==> config.mk <==
export PLATFORM = sky130hd
export DESIGN_NAME = sm4_block_cipher
export DESIGN_NICKNAME = d
export VERILOG_FILES = /design/src/rtl/sm4_pkg.sv /design/src/rtl/sm4_block_cipher.sv /design/src/rtl/sm4_ctrl.sv /design/src/rtl/sm4_datapath.sv
export SDC_FILE = /design/constraint.sdc
export NUM_CORES = 2
export LEC_CHECK = 0
export BUFFER_PORTS_ARGS = -buffer_cell sky130_fd_sc_hd__buf_2
export CAP_MARGIN = 20
export CORE_ASPECT_RATIO = 0.9
export CORE_MARGIN = 4
export CORE_UTILIZATION = 45
export CTS_CLUSTER_DIAMETER = 50
export DETAILED_ROUTE_END_ITERATION = 8
export PLACE_DENSITY = 0.72
export SLEW_MARGIN = 40
export SYNTH_ARGS = -nofsm -noshare
export SYNTH_HDL_FRONTEND = slang
export SYNTH_SLANG_ARGS = --single-unit
==> constraint.sdc <==
create_clock -name clk -period 6.88 [get_ports clk]
set_clock_uncertainty 0.15 [all_clocks]
set_input_delay 0.344 -clock clk [delete_from_list [all_inputs] [get_ports clk]]
set_output_delay 0.344 -clock clk [all_outputs]
set_load 0.05 [all_outputs]
==> src/rtl/sm4_pkg.sv <==
`timescale 1ns / 1ps
// SM4 shared package: word types, register indexes, S-box and key constants,
// round functions. Used by every module of the block; depends on nothing.

package sm4_pkg;

	// Configuration register indexes
	localparam int CfgIdxW = 2;
	localparam logic [CfgIdxW-1:0] CFG_KEY_HIGH  = 2'd0;
	localparam logic [CfgIdxW-1:0] CFG_KEY_LOW   = 2'd1;
	localparam logic [CfgIdxW-1:0] CFG_DIRECTION = 2'd2;

	localparam int CfgDataW = 64;
	localparam int NumRounds = 32;
	localparam int RoundIdxW = $clog2(NumRounds);

	// Input and output words
	typedef struct packed {
		logic [63:0] block_high;
		logic [63:0] block_low;
	} blk_t;

	typedef struct packed {
		logic [63:0] result_high;
		logic [63:0] result_low;
	} res_t;

	// Controller to datapath commands
	typedef struct packed {
		logic                 load;
		logic                 expand;
		logic                 round;
		logic                 out_load;
		logic [RoundIdxW-1:0] idx;
	} sm4_cmd_t;

	localparam logic [31:0] FK0 = 32'hA3B1BAC6;
	localparam logic [31:0] FK1 = 32'h56AA3350;
	localparam logic [31:0] FK2 = 32'h677D9197;
	localparam logic [31:0] FK3 = 32'hB27022DC;

	localparam logic [31:0] CK_TAB [NumRounds] = '{
		32'h00070E15, 32'h1C232A31, 32'h383F464D, 32'h545B6269,
		32'h70777E85, 32'h8C939AA1, 32'hA8AFB6BD, 32'hC4CBD2D9,
		32'hE0E7EEF5, 32'hFC030A11, 32'h181F262D, 32'h343B4249,
		32'h50575E65, 32'h6C737A81, 32'h888F969D, 32'hA4ABB2B9,
		32'hC0C7CED5, 32'hDCE3EAF1, 32'hF8FF060D, 32'h141B2229,
		32'h30373E45, 32'h4C535A61, 32'h686F767D, 32'h848B9299,
		32'hA0A7AEB5, 32'hBCC3CAD1, 32'hD8DFE6ED, 32'hF4FB0209,
		32'h10171E25, 32'h2C333A41, 32'h484F565D, 32'h646B7279
	};

	localparam logic [7:0] SBOX [256] = '{
		8'hd6,8'h90,8'he9,8'hfe,8'hcc,8'he1,8'h3d,8'hb7,8'h16,8'hb6,8'h14,8'hc2,8'h28,8'hfb,8'h2c,8'h05,
		8'h2b,8'h67,8'h9a,8'h76,8'h2a,8'hbe,8'h04,8'hc3,8'haa,8'h44,8'h13,8'h26,8'h49,8'h86,8'h06,8'h99,
		8'h9c,8'h42,8'h50,8'hf4,8'h91,8'hef,8'h98,8'h7a,8'h33,8'h54,8'h0b,8'h43,8'hed,8'hcf,8'hac,8'h62,
		8'he4,8'hb3,8'h1c,8'ha9,8'hc9,8'h08,8'he8,8'h95,8'h80,8'hdf,8'h94,8'hfa,8'h75,8'h8f,8'h3f,8'ha6,
		8'h47,8'h07,8'ha7,8'hfc,8'hf3,8'h73,8'h17,8'hba,8'h83,8'h59,8'h3c,8'h19,8'he6,8'h85,8'h4f,8'ha8,
		8'h68,8'h6b,8'h81,8'hb2,8'h71,8'h64,8'hda,8'h8b,8'hf8,8'heb,8'h0f,8'h4b,8'h70,8'h56,8'h9d,8'h35,
		8'h1e,8'h24,8'h0e,8'h5e,8'h63,8'h58,8'hd1,8'ha2,8'h25,8'h22,8'h7c,8'h3b,8'h01,8'h21,8'h78,8'h87,
		8'hd4,8'h00,8'h46,8'h57,8'h9f,8'hd3,8'h27,8'h52,8'h4c,8'h36,8'h02,8'he7,8'ha0,8'hc4,8'hc8,8'h9e,
		8'hea,8'hbf,8'h8a,8'hd2,8'h40,8'hc7,8'h38,8'hb5,8'ha3,8'hf7,8'hf2,8'hce,8'hf9,8'h61,8'h15,8'ha1,
		8'he0,8'hae,8'h5d,8'ha4,8'h9b,8'h34,8'h1a,8'h55,8'had,8'h93,8'h32,8'h30,8'hf5,8'h8c,8'hb1,8'he3,
		8'h1d,8'hf6,8'he2,8'h2e,8'h82,8'h66,8'hca,8'h60,8'hc0,8'h29,8'h23,8'hab,8'h0d,8'h53,8'h4e,8'h6f,
		8'hd5,8'hdb,8'h37,8'h45,8'hde,8'hfd,8'h8e,8'h2f,8'h03,8'hff,8'h6a,8'h72,8'h6d,8'h6c,8'h5b,8'h51,
		8'h8d,8'h1b,8'haf,8'h92,8'hbb,8'hdd,8'hbc,8'h7f,8'h11,8'hd9,8'h5c,8'h41,8'h1f,8'h10,8'h5a,8'hd8,
		8'h0a,8'hc1,8'h31,8'h88,8'ha5,8'hcd,8'h7b,8'hbd,8'h2d,8'h74,8'hd0,8'h12,8'hb8,8'he5,8'hb4,8'hb0,
		8'h89,8'h69,8'h97,8'h4a,8'h0c,8'h96,8'h77,8'h7e,8'h65,8'hb9,8'hf1,8'h09,8'hc5,8'h6e,8'hc6,8'h84,
		8'h18,8'hf0,8'h7d,8'hec,8'h3a,8'hdc,8'h4d,8'h20,8'h79,8'hee,8'h5f,8'h3e,8'hd7,8'hcb,8'h39,8'h48
	};

	// Byte-wise S-box substitution
	function automatic logic [31:0] tau(input logic [31:0] v);
		return {SBOX[v[31:24]], SBOX[v[23:16]], SBOX[v[15:8]], SBOX[v[7:0]]};
	endfunction

	// Data-path linear transform: rotations by 2, 10, 18, 24
	function automatic logic [31:0] lin_data(input logic [31:0] b);
		return b ^ {b[29:0], b[31:30]} ^ {b[21:0], b[31:22]}
			^ {b[13:0], b[31:14]} ^ {b[7:0], b[31:8]};
	endfunction

	// Key-schedule linear transform: rotations by 13, 23
	function automatic logic [31:0] lin_key(input logic [31:0] b);
		return b ^ {b[18:0], b[31:19]} ^ {b[8:0], b[31:9]};
	endfunction

endpackage

==> src/rtl/sm4_block_cipher.sv <==
`timescale 1ns / 1ps
// SM4 block cipher top level: configuration registers, controller and datapath.
// Depends on sm4_pkg, sm4_ctrl and sm4_datapath.
//
//   channel | direction | handshake             | payload
//   blk     | in        | blk_valid / blk_ready | blk (block_high, block_low)
//   res     | out       | res_valid / res_ready | res (result_high, result_low)
//   cfg     | in        | cfg_we                | cfg_index, cfg_data
//
// A word runs from acceptance through 32 rounds in the single shared S-box round
// unit, then one output load, before blk_ready returns. After a write to a listed
// configuration register the next word first runs key expansion through the
// same unit. Reset clears the key and direction to zero and marks the round keys
// stale. A stalled output holds the result register; the next word is taken
// meanwhile and waits before loading.

module sm4_block_cipher (
	input  logic                                 clk,
	input  logic                                 arst_n,
	input  logic                                 blk_valid,
	output logic                                 blk_ready,
	input  sm4_pkg::blk_t                        blk,
	output logic                                 res_valid,
	input  logic                                 res_ready,
	output sm4_pkg::res_t                        res,
	input  logic                                 cfg_we,
	input  logic [sm4_pkg::CfgIdxW-1:0]          cfg_index,
	input  logic [sm4_pkg::CfgDataW-1:0]         cfg_data
);

	logic [63:0]       key_high_q;
	logic [63:0]       key_low_q;
	logic              direction_q;
	logic              cfg_touch;
	logic              keys_ready;
	sm4_pkg::sm4_cmd_t cmd;

	// Decode register writes to listed indexes
	always_comb begin
		unique case (cfg_index)
			sm4_pkg::CFG_KEY_HIGH,
			sm4_pkg::CFG_KEY_LOW,
			sm4_pkg::CFG_DIRECTION: cfg_touch = cfg_we;
			default:                cfg_touch = 1'b0;
		endcase
	end

	// Hold key and direction
	always_ff @(posedge clk or negedge arst_n) begin
		if (!arst_n) begin
			key_high_q  <= '0;
			key_low_q   <= '0;
			direction_q <= 1'b0;
		end else if (cfg_we) begin
			unique case (cfg_index)
				sm4_pkg::CFG_KEY_HIGH:  key_high_q  <= cfg_data;
				sm4_pkg::CFG_KEY_LOW:   key_low_q   <= cfg_data;
				sm4_pkg::CFG_DIRECTION: direction_q <= cfg_data[0];
				default: ;
			endcase
		end
	end

	sm4_ctrl u_ctrl (
		.clk        (clk),
		.arst_n     (arst_n),
		.blk_valid  (blk_valid),
		.blk_ready  (blk_ready),
		.res_valid  (res_valid),
		.res_ready  (res_ready),
		.cfg_touch  (cfg_touch),
		.keys_ready (keys_ready),
		.cmd        (cmd)
	);

	sm4_datapath u_dp (
		.clk       (clk),
		.cmd       (cmd),
		.blk       (blk),
		.key_high  (key_high_q),
		.key_low   (key_low_q),
		.direction (direction_q),
		.res       (res)
	);

`ifndef SYNTHESIS
	// An accepted word closes the input until it is done
	assert property (@(posedge clk) disable iff (!arst_n)
		(blk_valid && blk_ready) |=> !blk_ready)
		else $error("input stayed open after accepting a word");

	// A write to a listed register leaves the round keys stale
	assert property (@(posedge clk) disable iff (!arst_n)
		cfg_touch |=> !keys_ready)
		else $error("round keys still marked ready after a register write");

	// Key expansion runs only while the round keys are stale
	assert property (@(posedge clk) disable iff (!arst_n)
		cmd.expand |-> !keys_ready)
		else $error("key expansion with ready round keys");

	// Only one datapath operation at a time
	assert property (@(posedge clk) disable iff (!arst_n)
		$onehot0({cmd.load, cmd.expand, cmd.round, cmd.out_load}))
		else $error("conflicting datapath commands");
`endif

endmodule

==> src/rtl/sm4_ctrl.sv <==
`timescale 1ns / 1ps
// SM4 controller: sequences key expansion, rounds and output load.
// Depends on sm4_pkg for the command struct and round count.

module sm4_ctrl (
	input  logic              clk,
	input  logic              arst_n,
	input  logic              blk_valid,
	output logic              blk_ready,
	output logic              res_valid,
	input  logic              res_ready,
	input  logic              cfg_touch,
	output logic              keys_ready,
	output sm4_pkg::sm4_cmd_t cmd
);

	typedef enum logic [1:0] {
		ST_IDLE,
		ST_EXPAND,
		ST_ROUND,
		ST_DRAIN
	} state_t;

	localparam logic [sm4_pkg::RoundIdxW-1:0] LastIdx =
		sm4_pkg::RoundIdxW'(sm4_pkg::NumRounds - 1);

	state_t                         state_q;
	logic [sm4_pkg::RoundIdxW-1:0]  cnt_q;
	logic                           keys_ready_q;
	logic                           res_valid_q;
	logic                           slot_free;

	assign slot_free = !res_valid_q || res_ready;

	// Decode commands from state
	always_comb begin
		cmd.load     = (state_q == ST_IDLE) && blk_valid;
		cmd.expand   = (state_q == ST_EXPAND);
		cmd.round    = (state_q == ST_ROUND);
		cmd.out_load = (state_q == ST_DRAIN) && slot_free;
		cmd.idx      = cnt_q;
	end

	assign blk_ready  = (state_q == ST_IDLE);
	assign res_valid  = res_valid_q;
	assign keys_ready = keys_ready_q;

	// Hold state, round counter, key status and output valid
	always_ff @(posedge clk or negedge arst_n) begin
		if (!arst_n) begin
			state_q      <= ST_IDLE;
			cnt_q        <= '0;
			keys_ready_q <= 1'b0;
			res_valid_q  <= 1'b0;
		end else begin
			unique case (state_q)
				ST_IDLE: begin
					cnt_q <= '0;
					if (blk_valid)
						state_q <= keys_ready_q ? ST_ROUND : ST_EXPAND;
				end
				ST_EXPAND: begin
					cnt_q <= cnt_q + 1'b1;
					if (cnt_q == LastIdx)
						state_q <= ST_ROUND;
				end
				ST_ROUND: begin
					cnt_q <= cnt_q + 1'b1;
					if (cnt_q == LastIdx)
						state_q <= ST_DRAIN;
				end
				ST_DRAIN: begin
					if (slot_free)
						state_q <= ST_IDLE;
				end
				default: state_q <= ST_IDLE;
			endcase
			// Raise output valid on a load, drop it once the word is taken
			if ((state_q == ST_DRAIN) && slot_free)
				res_valid_q <= 1'b1;
			else if (res_ready)
				res_valid_q <= 1'b0;
			// Drop stale round keys on a write to a listed register
			if (cfg_touch)
				keys_ready_q <= 1'b0;
			else if ((state_q == ST_EXPAND) && (cnt_q == LastIdx))
				keys_ready_q <= 1'b1;
		end
	end

endmodule

==> src/rtl/sm4_datapath.sv <==
`timescale 1ns / 1ps
// SM4 datapath: round-key store, shared S-box round unit, state and output words.
// Depends on sm4_pkg for tables, transforms and the command struct.

module sm4_datapath (
	input  logic              clk,
	input  sm4_pkg::sm4_cmd_t cmd,
	input  sm4_pkg::blk_t     blk,
	input  logic [63:0]       key_high,
	input  logic [63:0]       key_low,
	input  logic              direction,
	output sm4_pkg::res_t     res
);

	logic [31:0] x_q  [4];
	logic [31:0] k_q  [4];
	logic [31:0] rk_q [sm4_pkg::NumRounds];
	sm4_pkg::res_t res_q;

	logic [31:0] t_in;
	logic [31:0] t_out;
	logic [31:0] new_k;
	logic [31:0] new_x;
	logic [sm4_pkg::RoundIdxW-1:0] wr_idx;

	// Share one S-box unit between key schedule and rounds
	always_comb begin
		if (cmd.expand)
			t_in = k_q[1] ^ k_q[2] ^ k_q[3] ^ sm4_pkg::CK_TAB[cmd.idx];
		else
			t_in = x_q[1] ^ x_q[2] ^ x_q[3] ^ rk_q[cmd.idx];
		t_out = sm4_pkg::tau(t_in);
		new_k = k_q[0] ^ sm4_pkg::lin_key(t_out);
		new_x = x_q[0] ^ sm4_pkg::lin_data(t_out);
	end

	// Decryption stores round keys reversed: 31 - i is the bitwise inverse
	assign wr_idx = cmd.idx ^ {sm4_pkg::RoundIdxW{direction}};

	// Load block and key, advance key schedule, advance rounds, load output
	always_ff @(posedge clk) begin
		if (cmd.load) begin
			x_q[0] <= blk.block_high[63:32];
			x_q[1] <= blk.block_high[31:0];
			x_q[2] <= blk.block_low[63:32];
			x_q[3] <= blk.block_low[31:0];
			k_q[0] <= key_high[63:32] ^ sm4_pkg::FK0;
			k_q[1] <= key_high[31:0] ^ sm4_pkg::FK1;
			k_q[2] <= key_low[63:32] ^ sm4_pkg::FK2;
			k_q[3] <= key_low[31:0] ^ sm4_pkg::FK3;
		end
		if (cmd.expand) begin
			rk_q[wr_idx] <= new_k;
			k_q[0] <= k_q[1];
			k_q[1] <= k_q[2];
			k_q[2] <= k_q[3];
			k_q[3] <= new_k;
		end
		if (cmd.round) begin
			x_q[0] <= x_q[1];
			x_q[1] <= x_q[2];
			x_q[2] <= x_q[3];
			x_q[3] <= new_x;
		end
		// Emit final words in reversed order
		if (cmd.out_load) begin
			res_q.result_high <= {x_q[3], x_q[2]};
			res_q.result_low  <= {x_q[1], x_q[0]};
		end
	end

	assign res = res_q;

endmodule

Yosys cells after proc, flatten, opt, wreduce, memory -nomap -nowiden
Memory sizes are Yosys's and may differ from the RTL's.
Index checks and enable logic that the tools add are counted.

cells by class
  add/subtract/negate cells = 1
  multipliers = 0
  divide/modulo/power cells = 0
  $lt $le $gt $ge = 5
  eq/ne operators = 10
  shift operators = 0
  muxes and demuxes = 37
  bitwise operators = 32
  reduce and logical (&&, ||, !) cells = 16

operator list
  kind                                                             count
  32-bit bitwise XOR                                               14
  32-bit 2-to-1 mux                                                11
  8-bit 2-to-1 mux                                                 8
  9-bit greater-or-equal comparator, second input constant         4
  8-bit inverter with 9-bit output                                 4
  14-bit inverter                                                  2
  19-bit inverter                                                  1
  17-bit inverter                                                  1
  1-bit 2-to-1 mux                                                 11
  2-bit 2-to-1 mux                                                 5
  5-bit one-hot mux with 2 select lines                            1
  1-bit OR                                                         8
  2-bit one-hot mux with 4 select lines                            1
  2-bit == test, second input constant                             3
  6-bit greater-or-equal comparator, second input constant         1
  2-bit by 1-bit != test with 1-bit output, second input constant  3
  5-bit inverter with 6-bit output                                 1
  2-bit AND reduction                                              3
  2-bit nonzero test                                               3
  5-bit by 1-bit adder with 5-bit output, second input constant    1
  5-bit == test, second input constant                             1
  5-bit bitwise XOR                                                1
  2-bit by 1-bit == test with 1-bit output, second input constant  2
  2-bit zero test                                                  2
  other kinds (7)                                                  9

storage, ports and cells
  register bits after elaboration = 266
  latch bits = 0
  memory bits (writable) = 1280
  memory bits (read-only) = 9216
  input port bits = 199
  output and inout port bits = 130
  memories kept = 8

memories
  name              depth  width  rd ports  clocked after Yosys merged registers in  wr ports  RTL line            source
  (name not given)  256    8      1         0                                        0         sm4_pkg.sv:74       return {SBOX[v[31:24]], SBOX[v[23:16]], SBOX[v[15:8]], SBOX[v[7:0]]};
  (name not given)  256    8      1         0                                        0         sm4_pkg.sv:74
  (name not given)  256    8      1         0                                        0         sm4_pkg.sv:74
  (name not given)  256    8      1         0                                        0         sm4_pkg.sv:74
  (name not given)  32     32     1         0                                        0         sm4_datapath.sv:29  t_in = k_q[1] ^ k_q[2] ^ k_q[3] ^ sm4_pkg::CK_TAB[cmd.idx];
  u_dp.rk_q         32     32     1         0                                        1         sm4_datapath.sv:17  logic [31:0] rk_q [sm4_pkg::NumRounds];
  2 more memories   --     --     --        --                                       --        --

Depth between registers and ports, before layout
  depth after elaboration = 16
  gate-level depth with buffers = 27
  gate-level depth less buffers = 21

Cells and area by module
A second synthesis with hierarchy kept.

second synthesis, totals
  cells, all modules = 5974
  area, all modules = 79703.9 µm²

by module, submodules not included
  module            times used  cells each  area an instance (µm²)
  sm4_datapath      1           5645        73919.6
  sm4_block_cipher  1           276         5241.3
  sm4_ctrl          1           53          543.0

Worst setup path before layout
Ideal clock, no wire load.

  path type = register -> register
  from = register u_ctrl.cnt_q[1] (netlist name)
  to = memory u_dp.k_q[3][11] (netlist: u_dp.k_q[0][107]) (data pin)
  arrival time = 6070 ps
  setup slack = 521 ps
  stages on the path, launching flop included = 23
  buffers on the path = 6
  cells stage by stage = dfrtp_1 -> buf_6 -> buf_6 -> buf_6 -> buf_6 -> mux2i_1 -> a22oi_1 -> nor2b_1 -> or3_1 -> o221a_2 -> nand2_1 -> clkbuf_1 -> ha_1 -> clkbuf_1 -> nor3_1 -> a21oi_1 -> o211a_1 -> o311a_1 -> and3_1 -> a311o_1 -> xor2_1 -> xnor2_1 -> mux2_2

RTL lines
  element                 RTL line            source
  from (decl)             sm4_ctrl.sv:28      logic [sm4_pkg::RoundIdxW-1:0] cnt_q;
  from (signal assigned)  sm4_ctrl.sv:63      cnt_q <= cnt_q + 1'b1;
  from (signal assigned)  sm4_ctrl.sv:68      cnt_q <= cnt_q + 1'b1;
  to (decl)               sm4_datapath.sv:16  logic [31:0] k_q [4];

==> metrics.txt <==
status complete, but fails checks; failing checks hold timing, setup timing; vias in the first global route ~63000; Die Footprint approximately 180000 sq um; DRT Pass-1 Iters 8; most frequent cells in the layout edfxtp_1 (1408), buf_4 (764), a21oi_1 (362), mux2_2 (341), nand2_1 (339); post-route ant nets 0; Syn Inst Count ~6000; CP required 7.33 ns; average wire per standard cell roughly 36 um; core area around 180000 sq um; crit-path cells buf_12, nor2_4, buf_4, a22oi_1, and3_1, nor4_2, buf_4, mux2i_1, buf_4, a211oi_2, nand2_1, a211oi_1, buf_4, nor3_1, a311oi_1, o221ai_2, xor2_1, buf_4, xnor3_1, a21oi_1; CP bufs+invs 6; flop and latch count out of synthesis 1546; Crit Path Class flop to flop; TritonCTS clock tree built; Detailed Route WL ~350 mm; post-synthesis sequential area ratio between 50% and 60%; Setup crit start u_ctrl.cnt_q[0]; max-cap viol count 0; H-tree levels 4; headroom to the max-slew limit approximately two fifths; R2R Path Start u_ctrl.cnt_q[0]; CTS buffer count approximately 160; dominant cells by area after synthesis edfxtp_1 (53%), mux2_2 (4.8%), dfrtp_1 (4.3%), mux2i_1 (3.4%), mux4_2 (3.2%); Clock Tree Root clkbuf_16; 1st-iter DRT viols between 10000 and 15000; synth warn 0; Pins Over Slew Limit 0; Worst EP arrival 7.35 ns; num rows 146; grt ovf 0; area leader, netlist edfxtp_1; largest net degree at the start of global routing between 100 and 150; Horiz. Die Dim approximately 450 um; Crit Path Max Fanout 16; Tightest Pin Transition between 0.9 and 1 ns; maximum root-to-sink buffer count 3; final worst-path setup slack -0.0170 ns; Net Count, Synth 6323; I/O pins 329; # DRC 0; most common cell after layout, fill and taps aside edfxtp_1; R2R depth 20; IO Port Bufs roughly 330; Mapped Area 79900 sq um; Hold Fails Final Rpt 1; Total Negative Setup Slacks -0.0170 ns; clock-pin slew on the worst setup and hold paths ~0.060 ns; Vias 65100; placed insts about 9200; Syn Area/Cell about 13 sq um; crit share post-route 100%; CTS Sinks 1546; final setup fails 1; critical path's largest stage delay ~0.6 ns; Layout Nets between 7000 and 8000; most used cell, CP buf_4; worst skew pair latency approximately 0.84 ns; Final Critical Period about 7 ns; delay-heaviest family, CP compound AO/OA/AOI/OAI gates; GPL Wtd Cong 1.02; Max Fclk about 0.14 GHz; EDFF count, synth between 1000 and 1500; initial core utilization 45.3%; library cells used by synthesis 137; hold slack -0.0106 ns; layout cell share with drive strength beyond 1 ~30%; die height between 400 and 500 um; first-pass GRT wire length about 500 mm; Yosys top cell area share 52.9%; async set-or-reset flop fraction in the synthesized netlist under 10%; DR vias/cell 6.69; CP Capture Type flop; r2r setup slk -0.02 ns; final core utilization between 50% and 60%; HP Class primary input to async pin; Area growth, synth to finish 23.2%; Detail Placement HPWL ~250 mm; Non-Filler Instances around 9700; total track usage 37.1%; antenna violations before repair 26; slowest cell on the critical path a211oi_2; top_reg_cell synth edfxtp_1; Critical Path Start Type flop; reg2reg end u_dp.x_q[3][18]
==> per-stage QoR <==
step / instance area, sq um / setup WS (ns)
2_1_floorplan: 79900 / 0.521
3_3_place_gp: 90100 / -0.274
3_5_place_dp: 90600 / -0.0944
4_1_cts: 98100 / 0.0557
5_1_grt: 98300 / -0.0130
6_report: 98400 / -0.0170
==> per-layer routing <==
layer | wire length, um | share of wire (%) | GRT usage (%) | vias up
li1 | - | - | - | 26300
met1 | 131000 | 37 | 49.1 | 32800
met2 | 157000 | 44 | 56.2 | 4925
met3 | 43000 | 12 | 10.2 | 1021
met4 | 21700 | 6.1 | 18.7 | 20
met5 | 133 | 0.038 | 0 | -
==> state kept, by name (all words and copies together) (netlist names) <==
signal and count:
direction_q 1, u_ctrl.state_q 2, u_ctrl.keys_ready 1, u_dp.res 128, key_low_q 64, u_ctrl.cnt_q 5, u_ctrl.res_valid 1, u_dp.rk_q 1024
u_dp.k_q 128, u_dp.x_q 128, key_high_q 64
==> repair_timing <==
| action | 4_1_cts | 5_1_grt |
|---|---|---|
| gates resized for setup | 1 | 8 |
| endpoints found under the setup margin | 36 | 128 |
| pin swaps | 0 | 1 |
| setup buffers | 0 | 10 |
| hold buffers | 203 | 0 |
| endpoints found under the hold margin | 344 | 0 |
==> final cells by class <==
class	instances	area, sq um
sequential	1546	45700
clock inverter	94	1130
clock buffer	202	4320
fill	14100	77900
multi-input combinational	4001	31900
timing repair buffer	1433	12100
inverter	52	205
tap	2368	2960
antenna	25	62.6
==> cell usage after synthesis, types with 31 or more instances <==
| cell type | instances |
|---|---|
| nand4_1 | 40 |
| buf_4 | 47 |
| nor3_1 | 87 |
| a31oi_1 | 71 |
| nor2_1 | 366 |
| nand2b_1 | 33 |
| mux2i_1 | 269 |
| ha_1 | 46 |
| mux2_2 | 341 |
| a21oi_1 | 362 |
| a22oi_1 | 110 |
| buf_6 | 58 |
| xor2_1 | 99 |
| a21o_1 | 31 |
| edfxtp_1 | 1408 |
| o22ai_1 | 69 |
| a211oi_1 | 74 |
| nor2b_1 | 37 |
| a221oi_1 | 48 |
| xnor3_1 | 35 |
| o211ai_1 | 104 |
| dfrtp_1 | 138 |
| o221ai_1 | 54 |
| clkbuf_1 | 145 |
| mux4_2 | 115 |
| o21ai_0 | 225 |
| nand2_1 | 341 |
| buf_2 | 188 |
| inv_1 | 38 |
| nand3_1 | 119 |
| a311oi_1 | 37 |
| and2_1 | 34 |
| xnor2_1 | 193 |
==> worst max-delay path by stage <==
stage	end	cells past startpoint
floorplan	u_dp.k_q[0][107]	22
global placement	u_dp.x_q[3][18]	21
detailed placement	u_dp.x_q[3][1]	22
CTS	u_dp.x_q[3][1]	22
global route	u_dp.x_q[3][18]	21
finish	u_dp.x_q[3][18]	20
==> cell families after synthesis <==
family	after synthesis	share of synthesized area, %
buf+inv	531	3.71
simple gates	1229	7.41
flops	1546	57.3
mux	734	11.6
xor+xnor	339	4.44
compound gates	1652	14.9
fa+ha+maj	47	0.733
Power is not shown: default switching activity piles up to over one toggle a cycle in this logic, so the estimate is an artifact.
